`src/rtl/stl_pkg.sv`:
```
// Shared types, character constants and helper functions for the source tokenizer.
// No dependencies; used by stl_lexer, stl_resq and source_tokenizer.
package stl_pkg;

  typedef enum logic [2:0] {
    MODE_IDLE    = 3'd0,
    MODE_SLASH   = 3'd1,
    MODE_COMMENT = 3'd2,
    MODE_STRING  = 3'd3,
    MODE_INTEGER = 3'd4,
    MODE_IDENT   = 3'd5,
    MODE_HALT    = 3'd6
  } mode_t;

  typedef enum logic [2:0] {
    TOK_STRING  = 3'd0,
    TOK_INTEGER = 3'd1,
    TOK_PUNCT   = 3'd2,
    TOK_OPER    = 3'd3,
    TOK_IDENT   = 3'd4,
    TOK_ERROR   = 3'd5
  } tok_t;

  localparam logic [7:0] CH_NUL     = 8'h00;
  localparam logic [7:0] CH_NL      = 8'h0a;
  localparam logic [7:0] CH_SPACE   = 8'h20;
  localparam logic [7:0] CH_QUOTE   = 8'h22;
  localparam logic [7:0] CH_SLASH   = 8'h2f;
  localparam logic [7:0] CH_ZERO    = 8'h30;
  localparam logic [7:0] CH_NINE    = 8'h39;
  localparam logic [7:0] CH_LOWER_X = 8'h78;
  localparam logic [7:0] CH_UPPER_X = 8'h58;
  localparam logic [7:0] CH_LOWER_B = 8'h62;
  localparam logic [7:0] CH_UPPER_B = 8'h42;
  localparam logic [7:0] CH_AT      = 8'h40;

  localparam int unsigned ACC_W = 31;
  localparam logic [ACC_W-1:0] ACC_MAX = {ACC_W{1'b1}};
  localparam int unsigned RESQ_DEPTH = 4;

  typedef struct packed {
    tok_t             tok_type;
    logic             has_char;
    logic [7:0]       char_out;
    logic             tok_first;
    logic             tok_last;
    logic [ACC_W-1:0] int_value;
    logic             overflowed;
    logic             last;
  } res_t;

  typedef struct packed {
    logic [1:0] cnt;
    res_t       res0;
    res_t       res1;
  } push_t;

  function automatic logic is_space(input logic [7:0] c);
    return c[7] || (c <= CH_SPACE);
  endfunction

  function automatic logic is_digit(input logic [7:0] c);
    return (c >= CH_ZERO) && (c <= CH_NINE);
  endfunction

  function automatic logic is_punct(input logic [7:0] c);
    return (c == 8'h28) || (c == 8'h29) || (c == 8'h7b) || (c == 8'h7d) ||
           (c == 8'h3b) || (c == CH_AT) || (c == 8'h2c);
  endfunction

  function automatic logic is_oper(input logic [7:0] c);
    return (c == 8'h2b) || (c == 8'h2d) || (c == 8'h2a) || (c == 8'h3d);
  endfunction

  function automatic res_t make_res(input tok_t t, input logic has, input logic [7:0] ch,
                                    input logic first, input logic lst,
                                    input logic [ACC_W-1:0] val, input logic ovf);
    res_t r;
    r.tok_type   = t;
    r.has_char   = has;
    r.char_out   = ch;
    r.tok_first  = first;
    r.tok_last   = lst;
    r.int_value  = val;
    r.overflowed = ovf;
    r.last       = 1'b0;
    return r;
  endfunction

endpackage

```
`src/rtl/source_tokenizer.sv`:
```
// Top level of the source tokenizer: byte stream in, token results out.
// Depends on stl_pkg, stl_lexer and stl_resq.
//
//   channel | direction | payload
//   in_     | request   | tdata[7:0] source byte
//   out_    | result    | tdata token content/value, tuser kind, tlast last of the byte
//
// One byte is taken per cycle when the result queue has room for two entries.
// A byte that gives two results fills two queue entries, so a run of such bytes
// is held back by the output; all others run at one per cycle while the output is not stalled.
// Results are written into a four-entry queue when their byte is taken and leave
// from it in order; a stalled output blocks input once three entries are waiting.
// Synchronous active-low reset empties the queue.
module source_tokenizer (
  input  logic        clk,
  input  logic        rst_n,
  input  logic        in_tvalid,
  output logic        in_tready,
  input  logic [7:0]  in_tdata,   // [7:0] in_byte
  output logic        out_tvalid,
  input  logic        out_tready,
  output logic [47:0] out_tdata,  // [7:0] char_out, [8] tok_first, [9] tok_last,
                                  // [40:10] int_value, [41] overflowed, [47:42] zero
  output logic [3:0]  out_tuser,  // [2:0] tok_type, [3] has_char
  output logic        out_tlast   // last result of the source byte
);

  stl_pkg::push_t push;
  stl_pkg::res_t  res;
  logic           room;
  logic           step;

  assign in_tready = room;
  assign step      = in_tvalid && room;

  stl_lexer u_lexer (
    .clk    (clk),
    .rst_n  (rst_n),
    .step_i (step),
    .byte_i (in_tdata),
    .push_o (push)
  );

  stl_resq u_resq (
    .clk     (clk),
    .rst_n   (rst_n),
    .push_i  (push),
    .room_o  (room),
    .valid_o (out_tvalid),
    .ready_i (out_tready),
    .res_o   (res)
  );

  assign out_tdata = {6'b0, res.overflowed, res.int_value, res.tok_last, res.tok_first,
                      res.char_out};
  assign out_tuser = {res.has_char, res.tok_type};
  assign out_tlast = res.last;

endmodule

```
`src/rtl/stl_lexer.sv`:
```
// Scanner state and per-byte token logic: up to two results for each accepted byte.
// Depends on stl_pkg.
module stl_lexer (
  input  logic          clk,
  input  logic          rst_n,
  input  logic          step_i,
  input  logic [7:0]    byte_i,
  output stl_pkg::push_t push_o
);

  stl_pkg::mode_t                 mode_r, mode_nxt;
  logic [stl_pkg::ACC_W-1:0]      acc_r, acc_nxt;
  logic                           single_r, single_nxt;
  logic                           empty_r, empty_nxt;
  logic                           sat_r, sat_nxt;

  stl_pkg::mode_t                 s_mode;
  logic                           s_valid, s_str, s_ident, s_int;
  stl_pkg::res_t                  s_res;

  logic                           p_valid, use_start;
  stl_pkg::res_t                  p_res;
  logic [stl_pkg::ACC_W+3:0]      prod;
  logic [stl_pkg::ACC_W-1:0]      digit;

  assign digit = {{(stl_pkg::ACC_W-4){1'b0}}, byte_i[3:0]};
  assign prod  = ({4'b0, acc_r} << 3) + ({4'b0, acc_r} << 1) + {4'b0, digit};

  always_comb begin
    s_mode  = stl_pkg::MODE_IDLE;
    s_valid = 1'b0;
    s_str   = 1'b0;
    s_ident = 1'b0;
    s_int   = 1'b0;
    s_res   = '0;
    if (stl_pkg::is_space(byte_i)) begin
      s_mode = stl_pkg::MODE_IDLE;
    end else if (byte_i == stl_pkg::CH_SLASH) begin
      s_mode = stl_pkg::MODE_SLASH;
    end else if (byte_i == stl_pkg::CH_QUOTE) begin
      s_mode = stl_pkg::MODE_STRING;
      s_str  = 1'b1;
    end else if (stl_pkg::is_digit(byte_i)) begin
      s_mode = stl_pkg::MODE_INTEGER;
      s_int  = 1'b1;
    end else if (stl_pkg::is_punct(byte_i)) begin
      s_valid = 1'b1;
      s_res   = stl_pkg::make_res(stl_pkg::TOK_PUNCT, 1'b1, byte_i, 1'b1, 1'b1, '0, 1'b0);
    end else if (stl_pkg::is_oper(byte_i)) begin
      s_valid = 1'b1;
      s_res   = stl_pkg::make_res(stl_pkg::TOK_OPER, 1'b1, byte_i, 1'b1, 1'b1, '0, 1'b0);
    end else begin
      s_mode  = stl_pkg::MODE_IDENT;
      s_ident = 1'b1;
      s_valid = 1'b1;
      s_res   = stl_pkg::make_res(stl_pkg::TOK_IDENT, 1'b1, byte_i, 1'b1, 1'b0, '0, 1'b0);
    end
  end

  always_comb begin
    mode_nxt   = mode_r;
    acc_nxt    = acc_r;
    single_nxt = single_r;
    empty_nxt  = empty_r;
    sat_nxt    = sat_r;
    p_valid    = 1'b0;
    p_res      = '0;
    use_start  = 1'b0;
    if (byte_i == stl_pkg::CH_NUL) begin
      unique case (mode_r)
        stl_pkg::MODE_SLASH: begin
          p_valid = 1'b1;
          p_res   = stl_pkg::make_res(stl_pkg::TOK_OPER, 1'b1, stl_pkg::CH_SLASH, 1'b1, 1'b1,
                                      '0, 1'b0);
        end
        stl_pkg::MODE_INTEGER: begin
          p_valid = 1'b1;
          p_res   = stl_pkg::make_res(stl_pkg::TOK_INTEGER, 1'b0, 8'h00, 1'b1, 1'b1, acc_r, sat_r);
        end
        stl_pkg::MODE_IDENT: begin
          p_valid = 1'b1;
          p_res   = stl_pkg::make_res(stl_pkg::TOK_IDENT, 1'b0, 8'h00, 1'b0, 1'b1, '0, 1'b0);
        end
        stl_pkg::MODE_STRING: begin
          p_valid = 1'b1;
          p_res   = stl_pkg::make_res(stl_pkg::TOK_ERROR, 1'b0, 8'h00, empty_r, 1'b1, '0, 1'b0);
        end
        default: begin
          p_valid = 1'b0;
        end
      endcase
      mode_nxt   = stl_pkg::MODE_IDLE;
      acc_nxt    = '0;
      single_nxt = 1'b0;
      empty_nxt  = 1'b1;
      sat_nxt    = 1'b0;
    end else begin
      unique case (mode_r)
        stl_pkg::MODE_SLASH: begin
          if (byte_i == stl_pkg::CH_SLASH) begin
            mode_nxt = stl_pkg::MODE_COMMENT;
          end else begin
            p_valid   = 1'b1;
            p_res     = stl_pkg::make_res(stl_pkg::TOK_OPER, 1'b1, stl_pkg::CH_SLASH, 1'b1, 1'b1,
                                          '0, 1'b0);
            use_start = 1'b1;
          end
        end
        stl_pkg::MODE_COMMENT: begin
          if (byte_i == stl_pkg::CH_NL) begin
            mode_nxt = stl_pkg::MODE_IDLE;
          end
        end
        stl_pkg::MODE_STRING: begin
          p_valid = 1'b1;
          if (byte_i == stl_pkg::CH_QUOTE) begin
            p_res     = stl_pkg::make_res(stl_pkg::TOK_STRING, 1'b0, 8'h00, empty_r, 1'b1,
                                          '0, 1'b0);
            empty_nxt = 1'b1;
            mode_nxt  = stl_pkg::MODE_IDLE;
          end else begin
            p_res     = stl_pkg::make_res(stl_pkg::TOK_STRING, 1'b1, byte_i, empty_r, 1'b0,
                                          '0, 1'b0);
            empty_nxt = 1'b0;
          end
        end
        stl_pkg::MODE_INTEGER: begin
          if (single_r && ((byte_i == stl_pkg::CH_LOWER_X) || (byte_i == stl_pkg::CH_UPPER_X) ||
                           (byte_i == stl_pkg::CH_LOWER_B) || (byte_i == stl_pkg::CH_UPPER_B))) begin
            p_valid    = 1'b1;
            p_res      = stl_pkg::make_res(stl_pkg::TOK_ERROR, 1'b0, 8'h00, 1'b1, 1'b1, '0, 1'b0);
            single_nxt = 1'b0;
            mode_nxt   = stl_pkg::MODE_HALT;
          end else if (stl_pkg::is_digit(byte_i)) begin
            if (prod > {4'b0, stl_pkg::ACC_MAX}) begin
              acc_nxt = stl_pkg::ACC_MAX;
              sat_nxt = 1'b1;
            end else begin
              acc_nxt = prod[stl_pkg::ACC_W-1:0];
            end
            single_nxt = 1'b0;
          end else begin
            p_valid    = 1'b1;
            p_res      = stl_pkg::make_res(stl_pkg::TOK_INTEGER, 1'b0, 8'h00, 1'b1, 1'b1,
                                           acc_r, sat_r);
            single_nxt = 1'b0;
            use_start  = 1'b1;
          end
        end
        stl_pkg::MODE_IDENT: begin
          p_valid = 1'b1;
          if (stl_pkg::is_space(byte_i) || stl_pkg::is_punct(byte_i)) begin
            p_res     = stl_pkg::make_res(stl_pkg::TOK_IDENT, 1'b0, 8'h00, 1'b0, 1'b1, '0, 1'b0);
            empty_nxt = 1'b1;
            use_start = 1'b1;
          end else begin
            p_res = stl_pkg::make_res(stl_pkg::TOK_IDENT, 1'b1, byte_i, 1'b0, 1'b0, '0, 1'b0);
          end
        end
        stl_pkg::MODE_HALT: begin
          p_valid = 1'b0;
        end
        default: begin
          use_start = 1'b1;
        end
      endcase
      if (use_start) begin
        mode_nxt = s_mode;
        if (s_str) begin
          empty_nxt = 1'b1;
        end
        if (s_ident) begin
          empty_nxt = 1'b0;
        end
        if (s_int) begin
          acc_nxt    = digit;
          single_nxt = 1'b1;
          sat_nxt    = 1'b0;
        end
      end
    end
  end

  always_comb begin
    push_o = '0;
    if (step_i) begin
      if (p_valid && use_start && s_valid) begin
        push_o.cnt       = 2'd2;
        push_o.res0      = p_res;
        push_o.res1      = s_res;
        push_o.res1.last = 1'b1;
      end else if (p_valid) begin
        push_o.cnt       = 2'd1;
        push_o.res0      = p_res;
        push_o.res0.last = 1'b1;
      end else if (use_start && s_valid) begin
        push_o.cnt       = 2'd1;
        push_o.res0      = s_res;
        push_o.res0.last = 1'b1;
      end
    end
  end

  always_ff @(posedge clk) begin
    if (!rst_n) begin
      mode_r   <= stl_pkg::MODE_IDLE;
      acc_r    <= '0;
      single_r <= 1'b0;
      empty_r  <= 1'b1;
      sat_r    <= 1'b0;
    end else if (step_i) begin
      mode_r   <= mode_nxt;
      acc_r    <= acc_nxt;
      single_r <= single_nxt;
      empty_r  <= empty_nxt;
      sat_r    <= sat_nxt;
    end
  end

endmodule

```
`src/rtl/stl_resq.sv`:
```
// Result queue: takes zero, one or two results per cycle, hands out one per cycle while ready_i is high.
// Depends on stl_pkg.
module stl_resq (
  input  logic          clk,
  input  logic          rst_n,
  input  stl_pkg::push_t push_i,
  output logic          room_o,
  output logic          valid_o,
  input  logic          ready_i,
  output stl_pkg::res_t res_o
);

  localparam int unsigned PTR_W = $clog2(stl_pkg::RESQ_DEPTH);
  localparam int unsigned CNT_W = PTR_W + 1;

  stl_pkg::res_t    mem_r [stl_pkg::RESQ_DEPTH];
  logic [PTR_W-1:0] wr_ptr_r, wr_ptr_nxt;
  logic [PTR_W-1:0] rd_ptr_r, rd_ptr_nxt;
  logic [CNT_W-1:0] cnt_r, cnt_nxt;
  logic             pop;

  assign valid_o = (cnt_r != '0);
  assign res_o   = mem_r[rd_ptr_r];
  assign pop     = valid_o && ready_i;
  assign room_o  = (cnt_r <= CNT_W'(stl_pkg::RESQ_DEPTH - 2));

  always_comb begin
    wr_ptr_nxt = wr_ptr_r + PTR_W'(push_i.cnt);
    rd_ptr_nxt = rd_ptr_r + PTR_W'(pop);
    cnt_nxt    = cnt_r + CNT_W'(push_i.cnt) - CNT_W'(pop);
  end

  always_ff @(posedge clk) begin
    if (!rst_n) begin
      wr_ptr_r <= '0;
      rd_ptr_r <= '0;
      cnt_r    <= '0;
    end else begin
      wr_ptr_r <= wr_ptr_nxt;
      rd_ptr_r <= rd_ptr_nxt;
      cnt_r    <= cnt_nxt;
    end
  end

  always_ff @(posedge clk) begin
    if (push_i.cnt != 2'd0) begin
      mem_r[wr_ptr_r] <= push_i.res0;
    end
    if (push_i.cnt == 2'd2) begin
      mem_r[wr_ptr_r + PTR_W'(1)] <= push_i.res1;
    end
  end

endmodule
```
`config.mk`:
```
export PLATFORM = sky130hd
export DESIGN_NAME = source_tokenizer
export DESIGN_NICKNAME = d
export VERILOG_FILES = /design/src/rtl/stl_pkg.sv /design/src/rtl/source_tokenizer.sv /design/src/rtl/stl_lexer.sv /design/src/rtl/stl_resq.sv
export SDC_FILE = /design/constraint.sdc
export NUM_CORES = 1
export LEC_CHECK = 0
export BUFFER_PORTS_ARGS = -buffer_cell sky130_fd_sc_hd__buf_4
export CORE_MARGIN = 8
export CORE_UTILIZATION = 45
export DETAILED_ROUTE_END_ITERATION = 10
export HOLD_SLACK_MARGIN = 0.08
export SLEW_MARGIN = 20
export SYNTH_ARGS = -nofsm -noshare
export SYNTH_HDL_FRONTEND = slang
export SYNTH_SLANG_ARGS = --single-unit
```
`constraint.sdc`:
```
create_clock -name clk -period 5 [get_ports clk]
set_clock_uncertainty 0.1 [all_clocks]
set_input_delay 0.25 -clock clk [delete_from_list [all_inputs] [get_ports clk]]
set_output_delay 0.25 -clock clk [all_outputs]
set_load 0.05 [all_outputs]
```
# Yosys cells after proc, flatten, opt, wreduce, memory -nomap -nowiden
# Memories as Yosys holds them, arrays and structs flattened. A register that Yosys moved wholly into a read port is not among the register bits.
# Cells that the tools add are included.
# Widths: inputs -> output; s select.
word_totals:
  register_bits: 44
  latch_bits: 0
  mem_bits_rw: 188
  romBits: 0
  in_bits: 12
  out_inout_bits: 55
  elab_cells: 167
  memories: 1
memory_table:
  columns: ["name", "depth", "width", "read_ports", "rd_clocked_by_memory_dff", "wr", "line_no", "source"]
  rows:
  - ["u_resq.mem_r", 4, 47, 1, 1, 2, "stl_resq.sv:16", "stl_pkg::res_t mem_r [stl_pkg::RESQ_DEPTH];"]
classes:
  addsub: 7
  mul: 0
  div: 0
  magnitude_cmp: 5
  n_eq_ne: 29
  shifts: 0
  n_mux: 88
  n_bitwise: 0
  n_reduce_logical: 29
op_table:
  columns: ["operator", "n"]
  rows:
  - ["$mux 47", 9]
  - ["$pmux 47 s4", 2]
  - ["$mux 31", 7]
  - ["$mux 49", 2]
  - ["$mux 96", 1]
  - ["$mux 44", 2]
  - ["$eq 8x6->1 const B", 10]
  - ["$eq 8x7->1 const B", 7]
  - ["$mux 48", 1]
  - ["$mux 46", 1]
  - ["$mux 1", 45]
  - ["$mux 45", 1]
  - ["$mux 3", 12]
  - ["$add 34x32->35", 1]
  - ["$add 35x4->35", 1]
  - ["$gt 35x31->1 const B", 1]
  - ["$le 8x6->1 const B", 2]
  - ["$ne 4x1->1 const B", 4]
  - ["$logic_or 1x1->1", 14]
  - ["$pmux 3 s4", 1]
  - ["$eq 3x3->1 const B", 3]
  - ["$eq 8x4->1 const B", 1]
  - ["$ge 8x6->1 const B", 1]
  - ["$logic_not 8->1", 1]
  - ["other kinds (21)", 28]

# Depth between registers and ports, before layout
# Gate-level depths: netlist of the first run.
logic_depth:
  depth_word: 20
  ltp_mapped: 15
  mapped_depth_nobuf: 13

# By module
# From an unflattened synthesis of the first run, not the netlist that was laid out.
hier_totals:
  cells_unflattened: 1222
  hier_area_um2: 15046.9
modules_own_cells:
  columns: ["mod", "instances", "cells_per_inst", "area_each_um2", "seq_area_each_um2"]
  rows:
  - ["stl_resq", 1, 500, 9754.4, 5785.5]
  - ["stl_lexer", 1, 714, 5237.5, 740.7]
  - ["source_tokenizer", 1, 8, 55.1, 0.0]

# Least setup slack after synthesis of the first run
# Ideal clock, no wire load.
synth_timing:
  path_type: "in2reg"
  startpoint: "in in_tdata[3]"
  endpoint: "reg u_lexer.acc_r[22] in the netlist's numbering"
  setup_time_ps: 86
  arrival_ps: 3244
  t_required_ps: 4814
  slack_ps: 1570
  stages: 13
  path_buffers: 2
  cell_sequence: "buf_2 inv_1 fa_1 fa_1 nor2b_1 o211ai_1 a21o_1 a21oi_1 nor4_1 nor3b_2 clkbuf_1 o41ai_1 a211oi_1"
synth_between:
  elab_chain_cells: 13
  elab_cells_between_ends: 49
  cone_classes: "add/sub: 1; order compare: 4; eq/ne: 13; mux: 17; reduce/logical: 14"
synth_rtl:
  columns: ["element", "line_no", "source"]
  rows:
  - ["start: declaration", "source_tokenizer.sv:19", "input logic [7:0] in_tdata,"]
  - ["branches (longest 12 deep; another with $add 35x4->35)", null, null]
  - ["$mux 31 *", "stl_lexer.sv:69", "if (byte_i == stl_pkg::CH_NUL) begin"]
  - ["end signal: assignment", "stl_lexer.sv:213", "acc_r <= acc_nxt;"]
  - ["end: declaration", "stl_lexer.sv:12", "logic [stl_pkg::ACC_W-1:0] acc_r, acc_nxt;"]
# Mark *: on every way between the ends. The select of a mux whose other input is x is not followed.
# A chain may end at the register's enable or synchronous reset.

# Worst setup path after layout of the first run
layout_timing:
  startpoint: "in in_tdata[3]"
  endpoint: "reg u_lexer.acc_r[10] in the netlist's numbering"
# The elaborated chain is that of the path after synthesis.

==> metrics.txt, run 1 <==
family with the most delay on the worst path compound AO/OA/AOI/OAI gates; RSZ-0062 raised after global routing false; CP Data Arrival Time 4630 ps; share of layout cells above drive strength 1 0.171; Pwr per Cell Area 364 mW/mm^2; critical path required time 5250 ps; hold_ws between 100 and 150 ps; Std-Cell Rows 61; Slew headroom 0.287; IO Pins 67; total congestion overflow 0; CP max-delay cell o31ai_4; Max Slew Vio Count 0; final setup vio count 0; LEAKAGE 5.46 nW; DIE WIDTH 184 um; n_diodes 0; All-Layer GR Usage 0.208; Final GP Congestion 0.900; Finished Layout Cells 1628; Worst Setup Start Kind input port; mapped cell area 0.0128 mm^2; Post-Synthesis Cells 1207; CP cell instances dlygate4sd3_1 -> buf_4 -> inv_1 -> fa_1 -> fa_1 -> nor2b_1 -> o211ai_1 -> a21o_1 -> o21ai_0 -> o41ai_2 -> o22ai_1 -> o31ai_4 -> o211ai_1; Worst R2R Path Depth 11; dpl hpwl around 25000 um; number of flops mapped to enable cells by yosys 60; CTS buffer count 25; postcts setup bufs 0; # H-tree levels 1; Crit path depth 13; Synth area leaders dfxtp_1, edfxtp_1, mux4_2; Layout fillers 2504; mean area per synthesized cell 10.6 um^2; DRC violation count after routing 0; remaining antenna violation count after routing 0; Synth area leader dfxtp_1; vias per cell ~6.3; largest net degree at the start of global routing 105; Max Clk Rate around 0.23 GHz; status completed; full die area roughly 0.034 mm^2; dominant synthesized flop cell dfxtp_1; critical path class in2reg; final hold violation count 0; clock sink count 232; CORE AREA around 0.028 mm^2; crit path capture type register; Max Cap Viol 0; Worst-path clk slew 60 ps; Avg WL per Cell 22.2 um; Root Driver clkbuf_16; Bufs and invs on worst path 3; Die Ht roughly 180 um; antenna violations before repair 0; CTS tree yes; Sum Neg Setup Slack 0 ps; fin crit share 0.876; Initial Util 0.458; Post-synth ARST share 0; fin crit period 4380 ps; Worst-Margin Slew roughly 1100 ps; Total Wirelength 36200 um; number of global-route vias before repair 9990; Yosys Warn Count 0; Layout area overhead 12.6%; Seq cells post-synth 232; PostCTS Resize Cnt 0; latest clock arrival within the worst-skew pair 510 ps; worst-path fanout max 18; drt first pass iters 7; worst hold path depth 2; Port Buffers 60; Distinct cells, synth 90; DR iter-0 viols 968; Max VDD drop approximately 0.26 mV; Post-Place Cells 1577; CP max stage delay 820 ps; via count just over 10k; first-pass GRT wire length 56600 um; nets@finish approximately 1.3k; Hold Path Class in2reg; Seq/Total Area, Yosys 0.411; top-area cell type share of the netlist area 0.270; clk buf depth 3
==> kinds of logic after synthesis <==
| kind of cell | Yosys count | share of synthesized area |
|---|---|---|
| fa+ha+maj | 69 | 0.0694 |
| mux | 61 | 0.0944 |
| compound gates | 382 | 0.239 |
| flops | 232 | 0.411 |
| other cells | 1 | 0.000294 |
| xor+xnor | 31 | 0.0213 |
| buf+inv | 121 | 0.0430 |
| simple gates | 310 | 0.122 |
==> timing repair <==
item	CTS	global route
endpoints found under the hold margin	15	0
endpoints found under the setup margin	0	0
hold buffers	6	0
==> registers in the layout (all words and copies together) (netlist names) <==
name,cells
u_resq.mem_r,188
u_lexer.acc_r,31
u_lexer.mode_r,3
u_resq.cnt_r,3
u_resq.rd_ptr_r,2
u_resq.wr_ptr_r,2
u_lexer.empty_r,1
u_lexer.sat_r,1
u_lexer.single_r,1
==> routing by layer <==
layer / part of all wire / vias up / track usage
li1: - / 4766 / -
met1: 0.48 / 5141 / 0.302
met2: 0.45 / 327 / 0.325
met3: 0.058 / 46 / 0.0305
met4: 0.017 / 0 / 0.0452
met5: 0 / - / 0
==> stage by stage <==
step | power (W) | area, um^2 | utilization | setup slack [ps]
2_1_floorplan | 0.00305 | 12800 | - | 1570
3_3_place_gp | 0.00338 | 13400 | 0.483 | 758
3_5_place_dp | 0.00338 | 13400 | 0.483 | 654
4_1_cts | 0.00523 | 14300 | 0.514 | 638
5_1_grt | 0.00542 | 14400 | 0.515 | 333
6_report | 0.00522 | 14400 | 0.515 | 621
==> layout by cell type (no fill, tap or decap), types with 13 or more instances in the layout <==
cell / instances
o21a_1: 18
o21ai_0: 43
ha_1: 66
a21oi_1: 54
edfxtp_1: 60
dfxtp_1: 170
a22oi_1: 13
clkbuf_16: 25
nand2_1: 76
buf_4: 78
a21o_1: 14
mux4_2: 47
nor4_1: 13
o211ai_1: 14
o22ai_1: 22
xnor2_1: 19
nor3_1: 15
a22o_1: 18
a32o_1: 100
nand3_1: 17
and2_1: 16
inv_1: 28
nor2_1: 90
==> path summary, 6_finish.rpt <==
path,start,to,slack (ps)
min reg2reg,u_resq.mem_r[0][31],u_resq.mem_r[0][31],360
min,in_tdata[2],u_resq.mem_r[2][37],130
max reg2reg,u_lexer.acc_r[2],u_lexer.acc_r[10],700
max,in_tdata[3],u_lexer.acc_r[10],620
==> report_power, final <==
group	switching (W)	internal (W)	total, W
clock	0.000752	0.00111	0.00186
sequential	0.0000792	0.00199	0.00207
combinational	0.000847	0.000443	0.00129
total	0.00168	0.00355	0.00522
==> synthesized netlist by cell type, types with 7 or more instances <==
master and count:
nor3_1 17, ha_1 66, dfxtp_1 172, buf_4 7, inv_1 28, nand2b_1 7, o21a_1 18, a211oi_1 11
nor2b_1 9, buf_2 35, a32o_1 100, nand4_1 10, nor4_1 14, a21o_1 14, a31oi_1 8, mux4_2 47
nand2_1 76, mux2i_1 12, or2_2 8, o22ai_1 22, and2_1 16, xnor2_1 19, clkbuf_1 41, nor2_1 92
xor2_1 12, and3_1 9, edfxtp_1 60, nand3_1 17, a21oi_1 54, a22o_1 18, o211ai_1 14, a22oi_1 13
o21ai_0 43
==> worst reg2reg max path: stages, from the launching register on <==
cell and delay, ps:
dfxtp_1 480, inv_1 90, fa_1 550, fa_1 240
nor2b_1 70, o211ai_1 270, a21o_1 210, o21ai_0 190
o41ai_2 530, o22ai_1 410, o31ai_4 820, o211ai_1 180
==> cell type report <==
type | instances | area [um^2] | area share
multi-input cells | 859 | 7010 | 0.488
flip-flops and latches | 232 | 5250 | 0.366
clock buffers | 36 | 728 | 0.0507
repair buffers | 86 | 693 | 0.0483
well taps | 378 | 473 | 0.0329
inverters | 29 | 109 | 0.00758
clock inverters | 8 | 92.6 | 0.00645
Power figures use the tool's default switching activity.
==> run 2: changes to the inputs <==
--- a/config.mk
+++ b/config.mk
@@ -6,8 +6,10 @@
 export NUM_CORES = 1
 export LEC_CHECK = 0
 export BUFFER_PORTS_ARGS = -buffer_cell sky130_fd_sc_hd__buf_4
+export CAP_MARGIN = 20
 export CORE_MARGIN = 8
 export CORE_UTILIZATION = 45
+export CTS_BUF_LIST = sky130_fd_sc_hd__clkbuf_4 sky130_fd_sc_hd__clkbuf_8
 export DETAILED_ROUTE_END_ITERATION = 10
 export HOLD_SLACK_MARGIN = 0.08
 export SLEW_MARGIN = 20
==> metrics.txt, run 2 (synthesis gave the netlist of run 1 again) <==
Std-Cell Rows 61 (unchanged); internal power 0.00356 W (+0.46%); worst-path fanout max 18 (unchanged); n_diodes 0 (unchanged); remaining antenna violation count after routing 0 (unchanged); CP Data Arrival Time 4660 ps (+30 ps); clock power share 0.359 (+0.003); clock sink count 232 (unchanged); max FFs per register 188 (unchanged); crit path capture type register; via count 10.4k (+1.3%); final hold violation count 0 (unchanged); Gate power share 0.246 (about the same); Sum Neg Setup Slack 0 ps (unchanged); vias per cell 6.28 (-0.55%); LEAKAGE 5.53 nW (+1.3%); Initial Util 0.458 (unchanged); most frequent cells in the layout dfxtp_1, a32o_1, nor2_1; Max Slew Vio Count 0 (unchanged); status completed; Layout fillers 2516 (+0.48%); Max VDD drop 0.270 mV (+2.5%); cts hold-fix bufs 6 (unchanged); postcts setup bufs 0 (unchanged); critical path required time 5270 ps (+20 ps); fin crit share 0.878 (+0.00212); IO Pins 67 (unchanged); CORE AREA 0.0279 mm^2 (unchanged); total congestion overflow 0 (unchanged); Layout area overhead 13.2%; DIE WIDTH 184 um (unchanged); share of layout cells above drive strength 1 0.194 (+0.0226); Pwr per Cell Area 363 mW/mm^2 (-0.12%); fin crit period 4390 ps (+10.6 ps); Avg WL per Cell 21.8 um (-1.7%); Slew headroom 0.308 (+0.0201); Reg with most FFs u_resq.mem_r; dpl hpwl 24700 um (unchanged); Worst-Margin Slew 1040 ps (-20.4 ps); RSZ-0062 raised after global routing false; antenna violations before repair 0 (unchanged); switch share 0.321 (about the same); Psw 0.00168 W (+0.38%); Final GP Congestion 0.900 (unchanged); DRC violation count after routing 0 (unchanged); full die area 0.0340 mm^2 (unchanged); number of global-route vias before repair 10.1k (+1.4%); PostCTS Resize Cnt 0 (unchanged); Total Wirelength 36200 um (+0.14%); Worst Setup Start Kind input port; largest net degree at the start of global routing 105 (unchanged); Max Cap Viol 0 (unchanged); drt first pass iters 5 (-2); critical path class in2reg; latest clock arrival within the worst-skew pair 530 ps (+20 ps); CTS tree yes; most common cell after layout, fill and taps aside dfxtp_1; final setup vio count 0 (unchanged); Worst-path clk slew 50 ps (about the same); Root Driver clkbuf_8; Max Clk Rate 0.228 GHz (-0.24%); Hold Path Class in2reg; CTS buffer count 41 (+64%); # H-tree levels 2 (+1); nets@finish 1330 (+1.2%); Port Buffers 60 (unchanged); Total Power 0.00525 W (+0.43%); Die Ht 184 um (unchanged); All-Layer GR Usage 0.210 (+0.00196); DR iter-0 viols 1009 (+4.2%); sequential power share 0.396 (about the same); Top Registers u_resq.mem_r (188), u_lexer.acc_r (31); clk buf depth 3 (unchanged); first-pass GRT wire length 56900 um (+0.49%)
run 2: metrics by stage:
step,area (um^2),instances,util,hold WS (ps),setup WS [ps]
floorplan,12800,1212,-,337,1570
CTS,14400,1657,0.517,91.0,659
finish,14400,1658,0.518,113,611
detailed placement,13400,1577,0.483,349,654
global route,14400,1658,0.518,107,358
global placement,13400,1577,0.483,343,758
run 2: critical path, stage by stage:
cell           delay [ps]
dlygate4sd3_1         520
buf_4                 210
inv_1                 110
fa_1                  600
fa_1                  230
nor2b_1                70
o211ai_1              270
a21o_1                220
o21ai_0               190
o41ai_2               520
o22ai_1               410
o31ai_4               850
o21ai_0               190
run 2: layout make-up:
| type | instances | area (um^2) | share of cell area |
|---|---|---|---|
| clock buffer | 71 | 858 | 0.0595 |
| timing repair buffer | 86 | 693 | 0.0480 |
| clock inverter | 3 | 42.5 | 0.00295 |
| inverter | 29 | 109 | 0.00754 |
| tap | 378 | 473 | 0.0328 |
| multi-input combinational | 859 | 7010 | 0.486 |
| sequential | 232 | 5250 | 0.364 |
run 2: worst paths after layout:
| kind | startpoint | to | slack (ps) | cells after the start |
|---|---|---|---|---|
| hold / removal | out_tready | u_resq.rd_ptr_r[0] | 110 | 4 |
| setup / recovery | in_tdata[3] | u_lexer.sat_r | 610 | 13 |
| hold reg to reg | u_resq.mem_r[3][5] | u_resq.mem_r[3][5] | 360 | 1 |
| setup reg to reg | u_lexer.acc_r[2] | u_lexer.sat_r | 670 | 11 |
run 2: power groups by stage:
stage	clock, W	combinational (W)	sequential, W
2_1_floorplan	0	0.000992	0.00206
3_5_place_dp	0	0.00120	0.00218
6_report	0.00188	0.00129	0.00208
5_1_grt	0.00200	0.00138	0.00209
3_3_place_gp	0	0.00120	0.00218
4_1_cts	0.00192	0.00121	0.00214
run 2: routing by layer:
metal / vias up / routed length [um] / global-route usage
li1: 4817 / - / -
met1: 5181 / 17000 / 0.299
met2: 354 / 16300 / 0.326
met3: 60 / 2350 / 0.0382
met4: 0 / 607 / 0.0520
met5: - / 0 / 0
